<file path="src/hdl/srtf_pkg.sv">
// ---------------------------------------------------------------------------
// srtf_pkg
// shared constants and types of the srtf schedule simulator
// ---------------------------------------------------------------------------
`default_nettype none

package srtf_pkg;

   localparam int MAX_PROCS_DEF = 8;

   localparam int ID_W    = 8;
   localparam int ARR_W   = 15;
   localparam int BURST_W = 12;
   localparam int TIME_W  = 17;   // internal clock, one bit wider than FIELD_W
   localparam int FIELD_W = 16;
   localparam int SUM_W   = 19;
   localparam int KIND_W  = 2;
   localparam int PCNT_W  = 4;

   localparam logic [KIND_W-1:0] KIND_GANTT  = 2'd0;
   localparam logic [KIND_W-1:0] KIND_RESULT = 2'd1;
   localparam logic [KIND_W-1:0] KIND_TOTAL  = 2'd2;

   typedef enum logic [2:0] {
      ST_LOAD,
      ST_SCAN,
      ST_STEP,
      ST_CLOSE,
      ST_RESULT,
      ST_TOTAL
   } state_type;

   // one entry as seen by the selection compare
   typedef struct packed {
      logic               done;
      logic [ARR_W-1:0]   arrival;
      logic [BURST_W-1:0] remaining;
   } entry_type;

   // running best of a scan
   typedef struct packed {
      logic               have;
      logic [ARR_W-1:0]   arrival;
      logic [BURST_W-1:0] remaining;
   } best_type;

endpackage

`default_nettype wire

</file>
<file path="src/hdl/srtf_if.sv">
// ---------------------------------------------------------------------------
// srtf_if
// valid/ready channels for process records and schedule records
// ---------------------------------------------------------------------------
`default_nettype none

interface srtf_req_if;
   logic                          valid;
   logic                          ready;
   logic [srtf_pkg::ID_W-1:0]     proc_id;
   logic [srtf_pkg::ARR_W-1:0]    arrival_time;
   logic [srtf_pkg::BURST_W-1:0]  burst_length;
   logic                          final_entry;

   modport source (output valid, proc_id, arrival_time, burst_length, final_entry,
                   input ready);
   modport sink   (input valid, proc_id, arrival_time, burst_length, final_entry,
                   output ready);
endinterface

interface srtf_rsp_if;
   logic                          valid;
   logic                          ready;
   logic [srtf_pkg::KIND_W-1:0]   record_kind;
   logic [srtf_pkg::ID_W-1:0]     owner_id;
   logic                          idle_segment;
   logic [srtf_pkg::FIELD_W-1:0]  segment_end;
   logic [srtf_pkg::FIELD_W-1:0]  completion_time;
   logic [srtf_pkg::FIELD_W-1:0]  turnaround;
   logic [srtf_pkg::FIELD_W-1:0]  waiting;
   logic [srtf_pkg::SUM_W-1:0]    total_turnaround;
   logic [srtf_pkg::SUM_W-1:0]    total_waiting;
   logic [srtf_pkg::PCNT_W-1:0]   process_count;
   logic                          last_result;

   modport source (output valid, record_kind, owner_id, idle_segment, segment_end,
                   completion_time, turnaround, waiting, total_turnaround,
                   total_waiting, process_count, last_result,
                   input ready);
   modport sink   (input valid, record_kind, owner_id, idle_segment, segment_end,
                   completion_time, turnaround, waiting, total_turnaround,
                   total_waiting, process_count, last_result,
                   output ready);
endinterface

`default_nettype wire

</file>
<file path="src/hdl/srtf_cmp.sv">
// ---------------------------------------------------------------------------
// srtf_cmp
// shared selection compare: does this entry beat the running best
// ---------------------------------------------------------------------------
`default_nettype none

module srtf_cmp (
   input  srtf_pkg::entry_type                entry,
   input  srtf_pkg::best_type                 best,
   input  logic [srtf_pkg::TIME_W-1:0]        now,
   output logic                               take
);

   logic arrived;

   assign arrived = {{(srtf_pkg::TIME_W-srtf_pkg::ARR_W){1'b0}}, entry.arrival} <= now;

   // least remaining, then earlier arrival; equal keeps the lower index
   always_comb begin
      take = 1'b0;
      if (!entry.done && arrived) begin
         if (!best.have)
            take = 1'b1;
         else if (entry.remaining < best.remaining)
            take = 1'b1;
         else if (entry.remaining == best.remaining && entry.arrival < best.arrival)
            take = 1'b1;
      end
   end

endmodule

`default_nettype wire

</file>
<file path="src/hdl/srtf_schedule_simulator.sv">
// ---------------------------------------------------------------------------
// srtf_schedule_simulator
// preemptive shortest-remaining-time-first schedule simulator
// ---------------------------------------------------------------------------
// Process records (id, arrival, burst) are loaded one per cycle; the record
// with final_entry set starts the run and the block is not ready until the
// totals record has been handed to the output register. Records beyond
// MAX_PROCS are dropped, a zero burst counts as one. Each simulated time unit
// is a scan of the n loaded processes through the single shared selection
// compare, then a step that charges the unit and waits for the output
// register to free up when a Gantt segment closes. Idle units before
// arrivals are handled the same way. After the last completion the open
// segment, n result records in load order and one totals record drain at
// one per cycle when the sink is ready. The process and completion counts,
// clock, sums and done flags return to reset values after the totals record.
// ---------------------------------------------------------------------------
`default_nettype none

module srtf_schedule_simulator #(
   parameter int MAX_PROCS = srtf_pkg::MAX_PROCS_DEF
) (
   input  logic       clock,
   input  logic       reset,
   srtf_req_if.sink   req_chan,
   srtf_rsp_if.source rsp_chan
);

   localparam int IdxW       = (MAX_PROCS > 1) ? $clog2(MAX_PROCS) : 1;
   localparam int CntW       = $clog2(MAX_PROCS + 1);
   localparam int MaxResults = 4 * MAX_PROCS + 1;
   localparam int SegW       = $clog2(MaxResults + 1);
   localparam int TW         = srtf_pkg::TIME_W;
   localparam int FW         = srtf_pkg::FIELD_W;
   localparam int SW         = srtf_pkg::SUM_W;

   // entry storage
   logic [srtf_pkg::ID_W-1:0]    id_ff    [MAX_PROCS];
   logic [srtf_pkg::ARR_W-1:0]   arr_ff   [MAX_PROCS];
   logic [srtf_pkg::BURST_W-1:0] burst_ff [MAX_PROCS];
   logic [srtf_pkg::BURST_W-1:0] rem_ff   [MAX_PROCS];
   logic [FW-1:0]                fin_ff   [MAX_PROCS];
   logic [MAX_PROCS-1:0]         done_ff, done_in;

   // control state
   srtf_pkg::state_type state_ff, state_in;
   logic [CntW-1:0]  n_ff, n_in;
   logic [CntW-1:0]  idx_ff, idx_in;
   logic [CntW-1:0]  comp_ff, comp_in;
   logic [SegW-1:0]  seg_ff, seg_in;
   logic [TW-1:0]    now_ff, now_in;
   logic             open_v_ff, open_v_in;
   logic             open_idle_ff, open_idle_in;
   logic [srtf_pkg::ID_W-1:0] open_id_ff, open_id_in;
   logic [TW-1:0]    open_end_ff, open_end_in;
   logic [SW-1:0]    sum_t_ff, sum_t_in;
   logic [SW-1:0]    sum_w_ff, sum_w_in;
   srtf_pkg::best_type best_ff, best_in;
   logic [IdxW-1:0]  pick_ff, pick_in;

   // output register
   logic             out_v_ff, out_v_in;
   logic [srtf_pkg::KIND_W-1:0] o_kind_ff, o_kind_in;
   logic [srtf_pkg::ID_W-1:0]   o_id_ff, o_id_in;
   logic             o_idle_ff, o_idle_in;
   logic [FW-1:0]    o_seg_ff, o_seg_in;
   logic [FW-1:0]    o_comp_ff, o_comp_in;
   logic [FW-1:0]    o_tat_ff, o_tat_in;
   logic [FW-1:0]    o_wt_ff, o_wt_in;
   logic [SW-1:0]    o_tt_ff, o_tt_in;
   logic [SW-1:0]    o_tw_ff, o_tw_in;
   logic [srtf_pkg::PCNT_W-1:0] o_cnt_ff, o_cnt_in;
   logic             o_last_ff, o_last_in;

   // datapath helpers
   logic                 req_take;
   logic                 out_free;
   logic                 last_idx;
   logic [IdxW-1:0]      rd_idx;
   srtf_pkg::entry_type  rd_entry;
   logic                 take;
   logic [SegW-1:0]      seg_limit;
   logic                 seg_room;
   logic                 owner_change;
   logic                 step_emit;
   logic                 step_go;
   logic                 finishing;
   logic [TW-1:0]        now_next;
   logic [TW-1:0]        step_tat;
   logic [FW-1:0]        res_tat;
   logic                 close_emit;
   logic                 do_load;
   logic [srtf_pkg::BURST_W-1:0] load_burst;

   assign req_chan.ready = (state_ff == srtf_pkg::ST_LOAD);
   assign req_take       = req_chan.valid && req_chan.ready;
   assign out_free       = !out_v_ff || rsp_chan.ready;
   assign last_idx       = (idx_ff == CntW'(n_ff - CntW'(1)));

   // one read address: the scan / drain index, or the picked entry in a step
   assign rd_idx = (state_ff == srtf_pkg::ST_STEP) ? pick_ff : idx_ff[IdxW-1:0];
   assign rd_entry.done      = done_ff[rd_idx];
   assign rd_entry.arrival   = arr_ff[rd_idx];
   assign rd_entry.remaining = rem_ff[rd_idx];

   srtf_cmp u_cmp (
      .entry (rd_entry),
      .best  (best_ff),
      .now   (now_ff),
      .take  (take)
   );

   // segments are dropped once results and totals would no longer fit
   assign seg_limit = SegW'(MaxResults - 1) - SegW'(n_ff);
   assign seg_room  = seg_ff < seg_limit;

   assign owner_change = !open_v_ff || (open_idle_ff != !best_ff.have) ||
                         (open_id_ff != (best_ff.have ? id_ff[pick_ff] : '0));
   assign step_emit  = open_v_ff && owner_change && seg_room;
   assign step_go    = !step_emit || out_free;
   assign finishing  = best_ff.have && (rem_ff[pick_ff] == srtf_pkg::BURST_W'(1));
   assign now_next   = TW'(now_ff + TW'(1));
   assign step_tat   = TW'(now_next - TW'(arr_ff[pick_ff]));
   assign res_tat    = FW'(fin_ff[rd_idx] - FW'(arr_ff[rd_idx]));
   assign close_emit = open_v_ff && seg_room;

   assign do_load    = req_take && (n_ff < CntW'(MAX_PROCS));
   assign load_burst = (req_chan.burst_length == '0) ? srtf_pkg::BURST_W'(1)
                                                     : req_chan.burst_length;

   // next state
   always_comb begin
      state_in = state_ff;
      unique case (state_ff)
         srtf_pkg::ST_LOAD:
            if (req_take && req_chan.final_entry) state_in = srtf_pkg::ST_SCAN;
         srtf_pkg::ST_SCAN:
            if (last_idx) state_in = srtf_pkg::ST_STEP;
         srtf_pkg::ST_STEP:
            if (step_go) begin
               if (finishing && (CntW'(comp_ff + CntW'(1)) == n_ff))
                  state_in = srtf_pkg::ST_CLOSE;
               else
                  state_in = srtf_pkg::ST_SCAN;
            end
         srtf_pkg::ST_CLOSE:
            if (!close_emit || out_free) state_in = srtf_pkg::ST_RESULT;
         srtf_pkg::ST_RESULT:
            if (out_free && last_idx) state_in = srtf_pkg::ST_TOTAL;
         srtf_pkg::ST_TOTAL:
            if (out_free) state_in = srtf_pkg::ST_LOAD;
         default:
            state_in = srtf_pkg::ST_LOAD;
      endcase
   end

   // datapath and outputs
   always_comb begin
      n_in         = n_ff;
      idx_in       = idx_ff;
      comp_in      = comp_ff;
      seg_in       = seg_ff;
      now_in       = now_ff;
      open_v_in    = open_v_ff;
      open_idle_in = open_idle_ff;
      open_id_in   = open_id_ff;
      open_end_in  = open_end_ff;
      sum_t_in     = sum_t_ff;
      sum_w_in     = sum_w_ff;
      best_in      = best_ff;
      pick_in      = pick_ff;
      done_in      = done_ff;

      out_v_in  = out_v_ff && !rsp_chan.ready;
      o_kind_in = o_kind_ff;
      o_id_in   = o_id_ff;
      o_idle_in = o_idle_ff;
      o_seg_in  = o_seg_ff;
      o_comp_in = o_comp_ff;
      o_tat_in  = o_tat_ff;
      o_wt_in   = o_wt_ff;
      o_tt_in   = o_tt_ff;
      o_tw_in   = o_tw_ff;
      o_cnt_in  = o_cnt_ff;
      o_last_in = o_last_ff;

      unique case (state_ff)
         srtf_pkg::ST_LOAD: begin
            if (do_load) begin
               n_in = CntW'(n_ff + CntW'(1));
               done_in[n_ff[IdxW-1:0]] = 1'b0;
            end
            if (req_take && req_chan.final_entry) begin
               idx_in       = '0;
               best_in.have = 1'b0;
               comp_in      = '0;
               seg_in       = '0;
            end
         end
         srtf_pkg::ST_SCAN: begin
            if (take) begin
               best_in.have      = 1'b1;
               best_in.arrival   = rd_entry.arrival;
               best_in.remaining = rd_entry.remaining;
               pick_in           = idx_ff[IdxW-1:0];
            end
            idx_in = CntW'(idx_ff + CntW'(1));
         end
         srtf_pkg::ST_STEP: begin
            if (step_go) begin
               // close the open segment when the owner changes
               if (step_emit) begin
                  out_v_in  = 1'b1;
                  o_kind_in = srtf_pkg::KIND_GANTT;
                  o_id_in   = open_idle_ff ? '0 : open_id_ff;
                  o_idle_in = open_idle_ff;
                  o_seg_in  = FW'(open_end_ff);
                  o_comp_in = '0;
                  o_tat_in  = '0;
                  o_wt_in   = '0;
                  o_tt_in   = '0;
                  o_tw_in   = '0;
                  o_cnt_in  = '0;
                  o_last_in = 1'b0;
                  seg_in    = SegW'(seg_ff + SegW'(1));
               end
               open_v_in    = 1'b1;
               open_idle_in = !best_ff.have;
               open_id_in   = best_ff.have ? id_ff[pick_ff] : '0;
               open_end_in  = now_next;
               now_in       = now_next;
               if (finishing) begin
                  done_in[pick_ff] = 1'b1;
                  comp_in  = CntW'(comp_ff + CntW'(1));
                  sum_t_in = SW'(sum_t_ff + SW'(step_tat));
                  sum_w_in = SW'(sum_w_ff + SW'(TW'(step_tat - TW'(burst_ff[pick_ff]))));
               end
               idx_in       = '0;
               best_in.have = 1'b0;
            end
         end
         srtf_pkg::ST_CLOSE: begin
            if (!close_emit || out_free) begin
               if (close_emit) begin
                  out_v_in  = 1'b1;
                  o_kind_in = srtf_pkg::KIND_GANTT;
                  o_id_in   = open_idle_ff ? '0 : open_id_ff;
                  o_idle_in = open_idle_ff;
                  o_seg_in  = FW'(open_end_ff);
                  o_comp_in = '0;
                  o_tat_in  = '0;
                  o_wt_in   = '0;
                  o_tt_in   = '0;
                  o_tw_in   = '0;
                  o_cnt_in  = '0;
                  o_last_in = 1'b0;
               end
               open_v_in = 1'b0;
               idx_in    = '0;
            end
         end
         srtf_pkg::ST_RESULT: begin
            if (out_free) begin
               out_v_in  = 1'b1;
               o_kind_in = srtf_pkg::KIND_RESULT;
               o_id_in   = id_ff[rd_idx];
               o_idle_in = 1'b0;
               o_seg_in  = '0;
               o_comp_in = fin_ff[rd_idx];
               o_tat_in  = res_tat;
               o_wt_in   = FW'(res_tat - FW'(burst_ff[rd_idx]));
               o_tt_in   = '0;
               o_tw_in   = '0;
               o_cnt_in  = '0;
               o_last_in = 1'b0;
               idx_in    = CntW'(idx_ff + CntW'(1));
            end
         end
         srtf_pkg::ST_TOTAL: begin
            if (out_free) begin
               out_v_in  = 1'b1;
               o_kind_in = srtf_pkg::KIND_TOTAL;
               o_id_in   = '0;
               o_idle_in = 1'b0;
               o_seg_in  = '0;
               o_comp_in = '0;
               o_tat_in  = '0;
               o_wt_in   = '0;
               o_tt_in   = sum_t_ff;
               o_tw_in   = sum_w_ff;
               o_cnt_in  = srtf_pkg::PCNT_W'(n_ff);
               o_last_in = 1'b1;
               // back to the reset picture for the next job
               n_in      = '0;
               comp_in   = '0;
               now_in    = '0;
               sum_t_in  = '0;
               sum_w_in  = '0;
               done_in   = '0;
            end
         end
         default: ;
      endcase
   end

   // control registers
   always_ff @(posedge clock) begin
      if (reset) begin
         state_ff  <= srtf_pkg::ST_LOAD;
         n_ff      <= '0;
         idx_ff    <= '0;
         comp_ff   <= '0;
         seg_ff    <= '0;
         now_ff    <= '0;
         open_v_ff <= 1'b0;
         sum_t_ff  <= '0;
         sum_w_ff  <= '0;
         best_ff   <= '0;
         done_ff   <= '0;
         out_v_ff  <= 1'b0;
      end else begin
         state_ff  <= state_in;
         n_ff      <= n_in;
         idx_ff    <= idx_in;
         comp_ff   <= comp_in;
         seg_ff    <= seg_in;
         now_ff    <= now_in;
         open_v_ff <= open_v_in;
         sum_t_ff  <= sum_t_in;
         sum_w_ff  <= sum_w_in;
         best_ff   <= best_in;
         done_ff   <= done_in;
         out_v_ff  <= out_v_in;
      end
   end

   // payload registers
   always_ff @(posedge clock) begin
      open_idle_ff <= open_idle_in;
      open_id_ff   <= open_id_in;
      open_end_ff  <= open_end_in;
      pick_ff      <= pick_in;
      o_kind_ff    <= o_kind_in;
      o_id_ff      <= o_id_in;
      o_idle_ff    <= o_idle_in;
      o_seg_ff     <= o_seg_in;
      o_comp_ff    <= o_comp_in;
      o_tat_ff     <= o_tat_in;
      o_wt_ff      <= o_wt_in;
      o_tt_ff      <= o_tt_in;
      o_tw_ff      <= o_tw_in;
      o_cnt_ff     <= o_cnt_in;
      o_last_ff    <= o_last_in;
   end

   // entry storage writes: load, decrement and finish time
   always_ff @(posedge clock) begin
      if (state_ff == srtf_pkg::ST_LOAD && do_load) begin
         id_ff[n_ff[IdxW-1:0]]    <= req_chan.proc_id;
         arr_ff[n_ff[IdxW-1:0]]   <= req_chan.arrival_time;
         burst_ff[n_ff[IdxW-1:0]] <= load_burst;
         rem_ff[n_ff[IdxW-1:0]]   <= load_burst;
      end else if (state_ff == srtf_pkg::ST_STEP && step_go && best_ff.have) begin
         rem_ff[pick_ff] <= srtf_pkg::BURST_W'(rem_ff[pick_ff] - srtf_pkg::BURST_W'(1));
         if (finishing)
            fin_ff[pick_ff] <= FW'(now_next);
      end
   end

   // output channel
   assign rsp_chan.valid            = out_v_ff;
   assign rsp_chan.record_kind      = o_kind_ff;
   assign rsp_chan.owner_id         = o_id_ff;
   assign rsp_chan.idle_segment     = o_idle_ff;
   assign rsp_chan.segment_end      = o_seg_ff;
   assign rsp_chan.completion_time  = o_comp_ff;
   assign rsp_chan.turnaround       = o_tat_ff;
   assign rsp_chan.waiting          = o_wt_ff;
   assign rsp_chan.total_turnaround = o_tt_ff;
   assign rsp_chan.total_waiting    = o_tw_ff;
   assign rsp_chan.process_count    = o_cnt_ff;
   assign rsp_chan.last_result      = o_last_ff;

   // checks
   // the loaded count never exceeds the store
   a_count_bound: assert property (@(posedge clock) disable iff (reset)
      n_ff <= CntW'(MAX_PROCS))
      else $error("loaded count exceeds store depth");

   // completions never outrun the loaded entries
   a_comp_bound: assert property (@(posedge clock) disable iff (reset)
      comp_ff <= n_ff)
      else $error("completion count exceeds loaded count");

   // a scan only visits loaded entries
   a_scan_idx: assert property (@(posedge clock) disable iff (reset)
      (state_ff == srtf_pkg::ST_SCAN) |-> (idx_ff < n_ff))
      else $error("scan index beyond loaded entries");

   // the last-result flag rides on the totals record only
   a_last_kind: assert property (@(posedge clock) disable iff (reset)
      (out_v_ff && o_last_ff) |-> (o_kind_ff == srtf_pkg::KIND_TOTAL))
      else $error("last flag on a non-totals record");

endmodule

`default_nettype wire

</file>
<file path="src/flat_wrapper.sv">
// flat-port wrapper written by rule: the top's interface ports become plain ports
module srtf_schedule_simulator_flat 
#(
   parameter int MAX_PROCS = srtf_pkg::MAX_PROCS_DEF
)
  (clock, reset, req_chan_valid, req_chan_proc_id, req_chan_arrival_time, req_chan_burst_length, req_chan_final_entry, req_chan_ready, rsp_chan_valid, rsp_chan_record_kind, rsp_chan_owner_id, rsp_chan_idle_segment, rsp_chan_segment_end, rsp_chan_completion_time, rsp_chan_turnaround, rsp_chan_waiting, rsp_chan_total_turnaround, rsp_chan_total_waiting, rsp_chan_process_count, rsp_chan_last_result, rsp_chan_ready);
  srtf_req_if req_chan_i ();
  srtf_rsp_if rsp_chan_i ();
  input  logic clock;
  input  logic reset;
  input wire logic [$bits(req_chan_i.valid)-1:0] req_chan_valid;
  input wire logic [$bits(req_chan_i.proc_id)-1:0] req_chan_proc_id;
  input wire logic [$bits(req_chan_i.arrival_time)-1:0] req_chan_arrival_time;
  input wire logic [$bits(req_chan_i.burst_length)-1:0] req_chan_burst_length;
  input wire logic [$bits(req_chan_i.final_entry)-1:0] req_chan_final_entry;
  output wire logic [$bits(req_chan_i.ready)-1:0] req_chan_ready;
  output wire logic [$bits(rsp_chan_i.valid)-1:0] rsp_chan_valid;
  output wire logic [$bits(rsp_chan_i.record_kind)-1:0] rsp_chan_record_kind;
  output wire logic [$bits(rsp_chan_i.owner_id)-1:0] rsp_chan_owner_id;
  output wire logic [$bits(rsp_chan_i.idle_segment)-1:0] rsp_chan_idle_segment;
  output wire logic [$bits(rsp_chan_i.segment_end)-1:0] rsp_chan_segment_end;
  output wire logic [$bits(rsp_chan_i.completion_time)-1:0] rsp_chan_completion_time;
  output wire logic [$bits(rsp_chan_i.turnaround)-1:0] rsp_chan_turnaround;
  output wire logic [$bits(rsp_chan_i.waiting)-1:0] rsp_chan_waiting;
  output wire logic [$bits(rsp_chan_i.total_turnaround)-1:0] rsp_chan_total_turnaround;
  output wire logic [$bits(rsp_chan_i.total_waiting)-1:0] rsp_chan_total_waiting;
  output wire logic [$bits(rsp_chan_i.process_count)-1:0] rsp_chan_process_count;
  output wire logic [$bits(rsp_chan_i.last_result)-1:0] rsp_chan_last_result;
  input wire logic [$bits(rsp_chan_i.ready)-1:0] rsp_chan_ready;
  assign req_chan_i.valid = req_chan_valid;
  assign req_chan_i.proc_id = req_chan_proc_id;
  assign req_chan_i.arrival_time = req_chan_arrival_time;
  assign req_chan_i.burst_length = req_chan_burst_length;
  assign req_chan_i.final_entry = req_chan_final_entry;
  assign req_chan_ready = req_chan_i.ready;
  assign rsp_chan_valid = rsp_chan_i.valid;
  assign rsp_chan_record_kind = rsp_chan_i.record_kind;
  assign rsp_chan_owner_id = rsp_chan_i.owner_id;
  assign rsp_chan_idle_segment = rsp_chan_i.idle_segment;
  assign rsp_chan_segment_end = rsp_chan_i.segment_end;
  assign rsp_chan_completion_time = rsp_chan_i.completion_time;
  assign rsp_chan_turnaround = rsp_chan_i.turnaround;
  assign rsp_chan_waiting = rsp_chan_i.waiting;
  assign rsp_chan_total_turnaround = rsp_chan_i.total_turnaround;
  assign rsp_chan_total_waiting = rsp_chan_i.total_waiting;
  assign rsp_chan_process_count = rsp_chan_i.process_count;
  assign rsp_chan_last_result = rsp_chan_i.last_result;
  assign rsp_chan_i.ready = rsp_chan_ready;
  srtf_schedule_simulator #(.MAX_PROCS(MAX_PROCS)) u_core (.clock(clock), .reset(reset), .req_chan(req_chan_i), .rsp_chan(rsp_chan_i));
endmodule
</file>
<file path="config.mk">
export PLATFORM = sky130hd
export DESIGN_NAME = srtf_schedule_simulator_flat
export DESIGN_NICKNAME = d
export VERILOG_FILES = /design/src/hdl/srtf_pkg.sv /design/src/hdl/srtf_if.sv /design/src/hdl/srtf_cmp.sv /design/src/hdl/srtf_schedule_simulator.sv /design/src/flat_wrapper.sv
export SDC_FILE = /design/constraint.sdc
export NUM_CORES = 1
export LEC_CHECK = 0
export ABC_AREA = 1
export BUFFER_PORTS_ARGS = -buffer_cell sky130_fd_sc_hd__buf_2
export CAP_MARGIN = 10
export CELL_PAD_IN_SITES_DETAIL_PLACEMENT = 0
export CELL_PAD_IN_SITES_GLOBAL_PLACEMENT = 1
export CORE_MARGIN = 4
export CORE_UTILIZATION = 44
export DETAILED_ROUTE_END_ITERATION = 10
export GPL_ROUTABILITY_DRIVEN = 0
export PLACE_DENSITY_LB_ADDON = 0.1
export SLEW_MARGIN = 20
export SYNTH_ARGS = -nofsm -noshare
export SYNTH_HDL_FRONTEND = slang
export SYNTH_HIERARCHICAL = 1
export SYNTH_SLANG_ARGS = --single-unit
</file>
<file path="constraint.sdc">
create_clock -name clock -period 27.7 [get_ports clock]
set_input_delay 2.77 -clock clock [delete_from_list [all_inputs] [get_ports clock]]
set_output_delay 2.77 -clock clock [all_outputs]
set_load 0.1 [all_outputs]
</file>
### Word-level counts from Yosys, hierarchy flattened

Memory sizes are Yosys's and may differ from the RTL's. A register that Yosys moved wholly into a read port is not among the register bits.
Cells that the tools add are included.

| storage, ports and cells | value |
|---|---|
| bits in registers | 260 |
| latch bits | 0 |
| RAM bits | 504 |
| ROM bits | 0 |
| input bits | 40 |
| output and inout port bits | 120 |
| memories | 5 |

Memory list:

| memory | depth | width | rd ports | clocked after memory_dff | wr ports | RTL line | RTL |
|---|---|---|---|---|---|---|---|
| u_core.fin_ff | 8 | 16 | 1 | 0 | 1 | srtf_schedule_simulator.sv:41 | `logic [FW-1:0] fin_ff [MAX_PROCS];` |
| u_core.arr_ff | 8 | 15 | 2 | 1 | 1 | srtf_schedule_simulator.sv:38 | `logic [srtf_pkg::ARR_W-1:0] arr_ff [MAX_PROCS];` |
| u_core.burst_ff | 8 | 12 | 2 | 1 | 1 | srtf_schedule_simulator.sv:39 | `logic [srtf_pkg::BURST_W-1:0] burst_ff [MAX_PROCS];` |
| u_core.rem_ff | 8 | 12 | 2 | 1 | 1 | srtf_schedule_simulator.sv:40 | `logic [srtf_pkg::BURST_W-1:0] rem_ff [MAX_PROCS];` |
| u_core.id_ff | 8 | 8 | 2 | 1 | 1 | srtf_schedule_simulator.sv:37 | `logic [srtf_pkg::ID_W-1:0] id_ff [MAX_PROCS];` |

| operators by class | value |
|---|---|
| add/sub/neg operators | 14 |
| multipliers | 0 |
| div/mod/pow operators | 0 |
| magnitude comparators | 10 |
| eq/ne operators | 24 |
| shift-type cells | 0 |
| mux-type cells | 136 |
| bitwise gates (word level) | 3 |
| reductions and logical operators | 56 |

Operators with widths:

| operator | number |
|---|---|
| 19-bit 2-to-1 mux | 11 |
| 16-bit 2-to-1 mux | 12 |
| 16-bit one-hot mux with 4 select lines | 3 |
| 19-bit one-hot mux with 4 select lines | 2 |
| 8-bit 2-to-1 mux | 11 |
| 19-bit one-hot mux with 2 select lines | 2 |
| 4-bit 2-to-1 mux | 13 |
| 16-bit one-hot mux with 3 select lines | 1 |
| 19-bit by 17-bit adder with 19-bit output | 2 |
| 1-bit 2-to-1 mux | 36 |
| 3-bit 2-to-1 mux | 12 |
| 17-bit 2-to-1 mux | 2 |
| 17-bit one-hot mux with 2 select lines | 1 |
| 8-bit one-hot mux with 4 select lines | 1 |
| 28-bit 2-to-1 mux | 1 |
| 12-bit 2-to-1 mux | 2 |
| 8-bit one-hot mux with 3 select lines | 1 |
| 2-bit by 1-bit != test with 1-bit output, second input constant | 11 |
| 4-bit one-hot mux with 5 select lines | 1 |
| 6-bit 2-to-1 mux | 3 |
| 3-bit one-hot mux with 6 select lines | 1 |
| 17-bit by 1-bit adder with 17-bit output, second input constant | 1 |
| 15-bit by 17-bit less-or-equal comparator with 1-bit output | 1 |
| 1-bit logical AND | 17 |
| other kinds (54) | 95 |

### Logic depth before layout (Yosys ltp)

Gate-level depths: netlist of the first run.

| logic depth | value |
|---|---|
| depth in word-level cells | 15 |
| gate-level depth with buffers | 44 |

### Hierarchy

Netlist of the first run, hierarchy kept.

Modules (own cells, without submodules):

| module | instances | cells an instance | area each (um^2) |
|---|---|---|---|
| srtf_schedule_simulator | 1 | 4259 | 39233.9 |
| srtf_cmp | 1 | 195 | 1186.1 |

### Worst setup path before layout of the first run

No wires, ideal clock.

| timing | value |
|---|---|
| kind | input to register |
| from | input rsp_chan_ready |
| to | register u_core.o_comp_ff[0], in the netlist u_core/rsp_chan.completion_time[0] (enable) |
| library setup time | 0.681 ns |
| data arrival time | 9.986 ns |
| required time | 27.019 ns |
| slack | 17.033 ns |
| cell stages on the path | 6 |
| path buffers | 0 |
| cell sequence | nor2_1 inv_1 nor2_1 inv_1 o21ai_0 nor3_1 |

| on the way | value |
|---|---|
| cells in the longest elaborated chain, start to end | 4 |
| elaborated cells between the ends (all ways) | 8 |
| those cells by class | eq/ne: 4; reduce/logical: 4 |

RTL lines:

| item | RTL line | RTL |
|---|---|---|
| start, declared | flat_wrapper.sv:29 | `input wire logic [$bits(rsp_chan_i.ready)-1:0] rsp_chan_ready;` |
| 1-bit logical OR (*) | srtf_schedule_simulator.sv:96 | `assign out_free = !out_v_ff \|\| rsp_chan.ready;` |
| 1-bit logical OR, on equally long branches | srtf_schedule_simulator.sv:119, srtf_schedule_simulator.sv:242 |  |
| 2-bit by 1-bit != test with 1-bit output (no source line) | n/a |  |
| 7-bit AND reduction (no source line) (*) | n/a |  |
| end signal, assigned | srtf_schedule_simulator.sv:346 | `o_comp_ff <= o_comp_in;` |
| end, declared | srtf_schedule_simulator.sv:66 | `logic [FW-1:0] o_comp_ff, o_comp_in;` |

Mark *: on every way between the ends. The rest lies on a longest branch, timed or not.
A chain may end at the register's enable or synchronous reset.

==> flow_summary.ini, run 1 <==
[clocking]
cts_max_path_buffers = 3
cts_tree = done
cts_buffers = 87
ctsRootBufferMaster = clkbuf_16
cts.hold.buffers_added = 0
htreeDepth = 3
cts_resized = 0
clkLatencyLatePin_ns = 0.67
cts.sinks = 766
post_cts_buffers = 0
clk_pin_slew_ns = 0.06

[min_path]
hold_path_class = reg2reg
hold_path_depth = 2

[global_routing]
grt_first_pass_wirelength_um = 192000
grt_overflow_total = 0
antenna_found_initial = 11
grt_max_degree = 166
grt.total_usage_pct = 25.9
grt_pass1_vias = 30808

[critical_path]
path_class = reg2reg
crit_slowest_cell = buf_4
endpoint_kind = register
rr_worst_depth = 39
max_stage_delay_ns = 0.84
arrival_ns = 7.86
worst_setup_path_start_kind = register
cp.required_ns = 28.11
critPathMaxFanout = 66

[logic_synthesis]
synth_cell_type_count = 67
yosys.area_share.adder_pct = 4.35
yosysSeqAreaShare_pct = 54.0
synth-main-ff-cell = edfxtp_1
synth-xor-area-share_pct = 1.63
postSynthAreaPerCell_um2 = 9.07
synth_edf_count = 649
netlist_area_um2 = 40400
synth-compound-area-share_pct = 13.7
synth-simple-area-share_pct = 18.6
synth_fp_nets = 4631
synth_top_family_by_area = simple AND/OR/NAND/NOR gates
ys_seq_elements = 766
muxShareOfSynthArea_pct = 0.111
synthCells = 4454
yosysWarnings = 6
async_reset_ff_share_pct = 0

[detailed_routing]
via_per_inst = 5.52
first_pass_iters = 6
wirelength_um = 128000
drc = 0
vias = 31880
detail-route-antenna-nets = 0
routedWlPerCell_um = 22.1
drtIter0Drc = 2935

[sta]
maxSlewViolCount = 0
rsz0062_at_grt = no
worstMarginPinSlew_ns = 1.17
fmax_mhz = 134
hold_viol_final = 0
relSlewSlack_pct = 21.5
fin_crit_sh_pct = 26.9
min_period_ns = 7.45
fin_tns_setup_ns = 0
clock_skew_ns = 0.0312
setup_viol = 0

[flow_run]
cap_violations = 0

[die]
start_util_pct = 44.6
design.core.area_um2 = 90600
ios = 160
die_h_um = 311
num_rows = 110
chipWidth_um = 311
dieArea_um2 = 96800

[cells_and_area]
syn_to_final_growth_pct = 11.7
drive_gt1_share_pct = 10.8
final_net_count = 4701

[place]
portBuffers = 159
dp_hpwl_um = 83800

[run_status]
outcome = completed
## cell type report
type	count	area, um^2
fill	8627	45400
sequential	766	21800
multi-input combinational	2927	15700
clock buffer	105	2320
inverter	528	2000
tap	1176	1470
timing repair buffer	214	1230
clock inverter	55	588
antenna	6	15.0
## routing by layer
metal  vias up  routed length [um]  global-route usage (%)
met2      1003               56600                    40.7
li1      15394                   -                       -
met1     15283               57200                    35.3
met3       196                8990                    5.27
met5         -                 185                    1.28
met4         4                4600                    10.1
## state kept, by name, indices dropped and copies added (netlist names), 16 cells and up, named ones only
register                          cells
u_core/arr_ff                       120
u_core/best_ff                       28
u_core/burst_ff                      96
u_core/fin_ff                       128
u_core/id_ff                         64
u_core/now_ff                        17
u_core/open_end_ff                   16
u_core/rem_ff                        96
u_core/rsp_chan.completion_time      16
u_core/rsp_chan.segment_end          16
u_core/rsp_chan.total_turnaround     19
u_core/rsp_chan.total_waiting        19
u_core/rsp_chan.turnaround           16
u_core/rsp_chan.waiting              16
u_core/sum_t_ff                      19
u_core/sum_w_ff                      19
## cells in the mapped netlist (6+ instances only)
library cell	n	share of area [%]
nor4_2	8	0.25
buf_1	25	0.23
a21o_1	9	0.17
o22ai_1	78	1.2
o21ai_0	330	4.1
ha_1	131	4.1
buf_6	9	0.25
o21bai_1	13	0.24
nor2_2	11	0.17
o211ai_1	100	1.9
nand3b_1	8	0.15
fa_1	6	0.30
nor3_1	46	0.57
nand2_2	30	0.46
buf_4	21	0.39
a311oi_1	7	0.15
clkinv_1	7	0.065
inv_1	491	4.6
or2_2	8	0.12
a32oi_1	10	0.22
o21a_1	11	0.20
o21ai_1	55	0.68
inv_2	27	0.25
o31ai_1	8	0.15
nand3_2	14	0.35
buf_2	57	0.71
xor2_1	55	1.2
edfxtp_1	649	48
nor2_1	433	4.0
a21oi_1	250	3.1
nor4_1	11	0.17
clkbuf_1	121	1.1
nand4_1	19	0.29
nand3_1	249	3.1
a31oi_1	44	0.68
xnor2_1	20	0.43
nand2_1	892	8.3
a211oi_1	20	0.37
dfxtp_1	117	5.8
## cell families (layout without fill, tap and decap cells)
kind of cell               after synthesis  count (layout)
and+or+nand+nor                       1754            1754
AOI/OAI and AO/OA                      959             959
DFF                                    766             766
buffers and inverters                  761             902
adders and majority gates              137             137
xor gates and xnor gates                75              75
muxes                                    2               2
other                                    0               6
## through the flow
stage	utilization (%)	setup slack [ns]	std cells	hold slack, ns	instance area (um^2)
finish	49.9	20.25	5777	0.463	45200
global route	49.9	19.48	5775	0.484	45200
CTS	49.8	20.38	5771	0.465	45100
floorplan	-	17.03	4454	0.436	40400
detailed placement	46.6	20.42	5611	0.455	42200
global placement	46.6	20.50	5611	0.449	42200
## worst max-delay path, delay by kind of cell (launching register included)
kind            cells  cell delay [ns]
simple gates       15             1.53
compound gates      9             2.02
buf+inv            11             2.08
fa+ha+maj           3             0.98
xor+xnor            1             0.19
flops               1             0.34
## path summary, 6_finish.rpt
kind                            slack [ns]                     endpoint          startpoint
worst min-delay path                  0.46            u_core/comp_ff[3]   u_core/comp_ff[3]
worst max-delay path                 20.25  u_core/rsp_chan.waiting[15]  u_core/state_ff[2]
worst min register to register        0.46            u_core/comp_ff[3]   u_core/comp_ff[3]
worst max register to register       20.25  u_core/rsp_chan.waiting[15]  u_core/state_ff[2]
## layout by cell type (no fill, tap or decap), types with 9 or more instances in the layout
master | netlist | final
buf_2 | 57 | 159
a21oi_1 | 250 | 250
a211oi_1 | 20 | 20
clkbuf_1 | 121 | 12
inv_1 | 491 | 489
xor2_1 | 55 | 54
o211ai_1 | 100 | 100
a21o_1 | 9 | 9
o21bai_1 | 13 | 13
clkinv_1 | 7 | 29
nand2_1 | 892 | 892
clkinv_2 | 1 | 12
o21a_1 | 11 | 11
edfxtp_1 | 649 | 649
bufinv_16 | 0 | 12
inv_2 | 27 | 27
clkbuf_16 | 0 | 88
nand2_2 | 30 | 30
nand3_1 | 249 | 249
buf_4 | 21 | 53
nand3_2 | 14 | 14
a31oi_1 | 44 | 42
o21ai_0 | 330 | 329
nor2_2 | 11 | 20
o22ai_1 | 78 | 78
ha_1 | 131 | 131
nor2_1 | 433 | 423
dfxtp_1 | 117 | 114
o21ai_1 | 55 | 55
a32oi_1 | 10 | 10
nor3_1 | 46 | 43
nand4_1 | 19 | 19
xnor2_1 | 20 | 20
Power of run 1 is left out: the tool's default activity adds up to more than one toggle a clock period on the data nets, which glitch-free logic cannot reach.
==> run 2, diff against run 1 <==
--- a/config.mk
+++ b/config.mk
@@ -5,7 +5,7 @@
 export SDC_FILE = /design/constraint.sdc
 export NUM_CORES = 1
 export LEC_CHECK = 0
-export ABC_AREA = 1
+export ABC_AREA = 0
 export BUFFER_PORTS_ARGS = -buffer_cell sky130_fd_sc_hd__buf_2
 export CAP_MARGIN = 10
 export CELL_PAD_IN_SITES_DETAIL_PLACEMENT = 0
==> constraint.sdc (replaced) <==
create_clock -name clock -period 7.4 [get_ports clock]
set_input_delay 0.74 -clock clock [delete_from_list [all_inputs] [get_ports clock]]
set_output_delay 0.74 -clock clock [all_outputs]
set_load 0.1 [all_outputs]
==> run 2 against run 1 <==
Compared with the run above: worst setup slack got worse by 19 ns; global-route usage fell by 2.8 points; routed wire length fell by 18%; utilization rose by 0.95 points; via count fell by 25%; critical path type unchanged.
==> flow_summary.ini, run 2 <==
[sta]
relSlewSlack_pct = 27.5
min_period_ns = 6.61
worstMarginPinSlew_ns = 1.06
hold_viol_final = 0
maxSlewViolCount = 0
rsz0062_at_grt = no
setup_viol = 0
clock_skew_ns = 0.0402
fin_tns_setup_ns = 0
fmax_mhz = 151
fin_crit_sh_pct = 89.3

[pwr]
intPower_w = 0.0100
peakVddDrop_v = 0.000205
combPwrFrac_pct = 38.7
p_leak_nw = 15.6
p_switching_w = 0.00540
power.share.sequential_pct = 32.9
clock_power_share_pct = 28.4
swShare_pct = 35.0
power_density_nw_per_um2 = 356
power_w = 0.0155

[logic_synthesis]
synth_common_cells = edfxtp_1, mux4_2, nor2_1
yosysWarnings = 6
postSynthAreaPerCell_um2 = 14.0
yosysSeqAreaShare_pct = 57.5
ys_seq_elements = 766
synth_edf_count = 649
synth_top_area_share_pct = 51.3
synth_cell_type_count = 88
synth-main-ff-cell = edfxtp_1
async_reset_ff_share_pct = 0
yosysMostFrequentCell = edfxtp_1
yosysTopAreaCell = edfxtp_1
synth_fp_nets = 2884
netlist_area_um2 = 38000
yosys-top-cells-area = edfxtp_1, mux4_2, dfxtp_1
synthCells = 2707

[global_routing]
grt.total_usage_pct = 23.1
antenna_found_initial = 16
grt_overflow_total = 0
grt_max_degree = 84
grt_pass1_vias = 23994
grt_first_pass_wirelength_um = 156000

[clocking]
ctsRootBufferMaster = clkbuf_16
clk_pin_slew_ns = 0.06
cts_buffers = 84
clkLatencyLatePin_ns = 0.65
cts.sinks = 766
htreeDepth = 3
cts_max_path_buffers = 3
cts.hold.buffers_added = 0
cts_tree = done
post_cts_buffers = 0
cts_resized = 0

[critical_path]
crit_top_cell = a21oi_1
r2r_end = u_core/sum_w_ff[17]
arrival_ns = 7.09
regToRegSetupSlack_ns = 0.79
cp.required_ns = 7.88
worst_setup_path_start_kind = register
crit_family = compound AO/OA/AOI/OAI gates
critPathMaxFanout = 36
rr_worst_depth = 23
max_stage_delay_ns = 0.63
crit_slowest_cell = buf_4
endpoint_kind = register
path_class = reg2reg
path_cells = buf_4 -> mux2_1 -> mux4_2 -> maj3_2 -> maj3_2 -> a211o_1 -> nand2_1 -> xor2_1 -> ha_1 -> a21oi_1 -> o21ai_0 -> nand3_1 -> nand2_1 -> a211oi_1 -> xor2_1 -> ha_1 -> and3_1 -> a21oi_1 -> o21ai_0 -> o31ai_1 -> a21oi_1 -> xnor2_1 -> nor2_1
path_buf_inv = 1

[die]
start_util_pct = 44.5
chipWidth_um = 302
ios = 160
die_h_um = 302
dieArea_um2 = 91100
design.core.area_um2 = 85400
num_rows = 107

[cells_and_area]
drive_gt1_share_pct = 23.0
regMostFlops = u_core/fin_ff
post-route-util_pct = 50.8
final_cell_mix = edfxtp_1, mux4_2, nor2_1
final_net_count = 3056
largest_reg_flops = 128
syn_to_final_growth_pct = 14.3
mostFrequentLayoutCell = edfxtp_1

[min_path]
hold_path_depth = 1
hold_path_class = in2reg
min_to = u_core/arr_ff[6][5]
min-delay-start = req_chan_arrival_time[5]

[detailed_routing]
drc = 0
routedWlPerCell_um = 25.7
via_per_inst = 5.81
vias = 23818
wirelength_um = 105000
first_pass_iters = 5
drtIter0Drc = 2013
detail-route-antenna-nets = 0

[place]
dp_hpwl_um = 73300
portBuffers = 159

[run_status]
outcome = completed

[flow_run]
cap_violations = 0
-- run 2: cell count changes after synthesis, sizes merged, moves of 102 or more --
| cell | delta |
|---|---|
| nand2 | -822 |
| mux4 | +222 |
| inv | -396 |
| o21ai | -296 |
| a21oi | -120 |
| mux2i | +102 |
| nand3 | -220 |
| nor2 | -246 |
-- run 2: area by class of cell --
type | instances | area, um^2
multi-input cells | 1670 | 15300
inverters | 124 | 465
clock buffers | 99 | 2180
clock inverters | 53 | 753
diodes | 7 | 17.5
flip-flops and latches | 766 | 21800
fillers | 7321 | 42000
repair buffers | 233 | 1430
well taps | 1144 | 1430
-- run 2: layer usage --
layer,vias up,track usage [%],routed length [um]
li1,10786,-,-
met1,12093,31.8,44400
met2,768,37.1,49900
met3,165,4.48,7120
met4,6,7.92,3700
met5,-,0,41
-- run 2: cell families (layout without fill, tap and decap cells) --
group	Yosys count	in the layout	synth area share, %
adders and majority gates	143	143	4.80
AOI/OAI and AO/OA	389	389	6.41
and+or+nand+nor	653	653	8.58
other	0	7	0
muxes	370	370	17.2
xor gates and xnor gates	115	115	2.74
buffers and inverters	271	509	2.78
DFF	766	766	57.5
-- run 2: how the worst max path moves through the flow --
stage                        start                   to  slack (ns)  cells past startpoint
final                     register  u_core/sum_w_ff[17]        0.79                     23
after global placement    register  u_core/sum_w_ff[18]        0.87                     26
after floorplan           register  u_core/sum_w_ff[18]        0.09                     31
after detailed placement  register  u_core/sum_w_ff[18]        0.78                     21
after global routing      register  u_core/sum_w_ff[17]        0.24                     22
after CTS                 register  u_core/sum_w_ff[17]        0.77                     23
-- run 2: per-stage QoR --
stage | area, um^2 | hold slack (ns) | setup slack (ns) | cells
floorplan | 38000 | 0.439 | 0.0908 | 2707
global placement | 40400 | 0.454 | 0.873 | 3937
detailed placement | 40400 | 0.470 | 0.785 | 3937
CTS | 43400 | 0.311 | 0.770 | 4089
global route | 43400 | 0.344 | 0.242 | 4089
finish | 43400 | 0.357 | 0.793 | 4096
-- run 2: worst reg2reg max path, stage by stage, from the launching register on --
cell and delay (ns):
dfxtp_4 0.59, buf_4 0.64, mux2_1 0.43, mux4_2 0.55, maj3_2 0.35, maj3_2 0.35, a211o_1 0.36, nand2_1 0.10
xor2_1 0.34, ha_1 0.34, a21oi_1 0.12, o21ai_0 0.14, nand3_1 0.10, nand2_1 0.08, a211oi_1 0.34, xor2_1 0.18
ha_1 0.32, and3_1 0.18, a21oi_1 0.10, o21ai_0 0.16, o31ai_1 0.33, a21oi_1 0.14, xnor2_1 0.15, nor2_1 0.05
-- run 2: power by group through the flow --
stage	clock network, W	registers [W]	logic, W
2_1_floorplan	0	0.00518	0.00434
3_3_place_gp	0	0.00516	0.00594
3_5_place_dp	0	0.00517	0.00599
4_1_cts	0.00450	0.00508	0.00601
5_1_grt	0.00469	0.00511	0.00663
6_report	0.00439	0.00508	0.00598
Note: power is estimated with default switching activity, not from simulation.
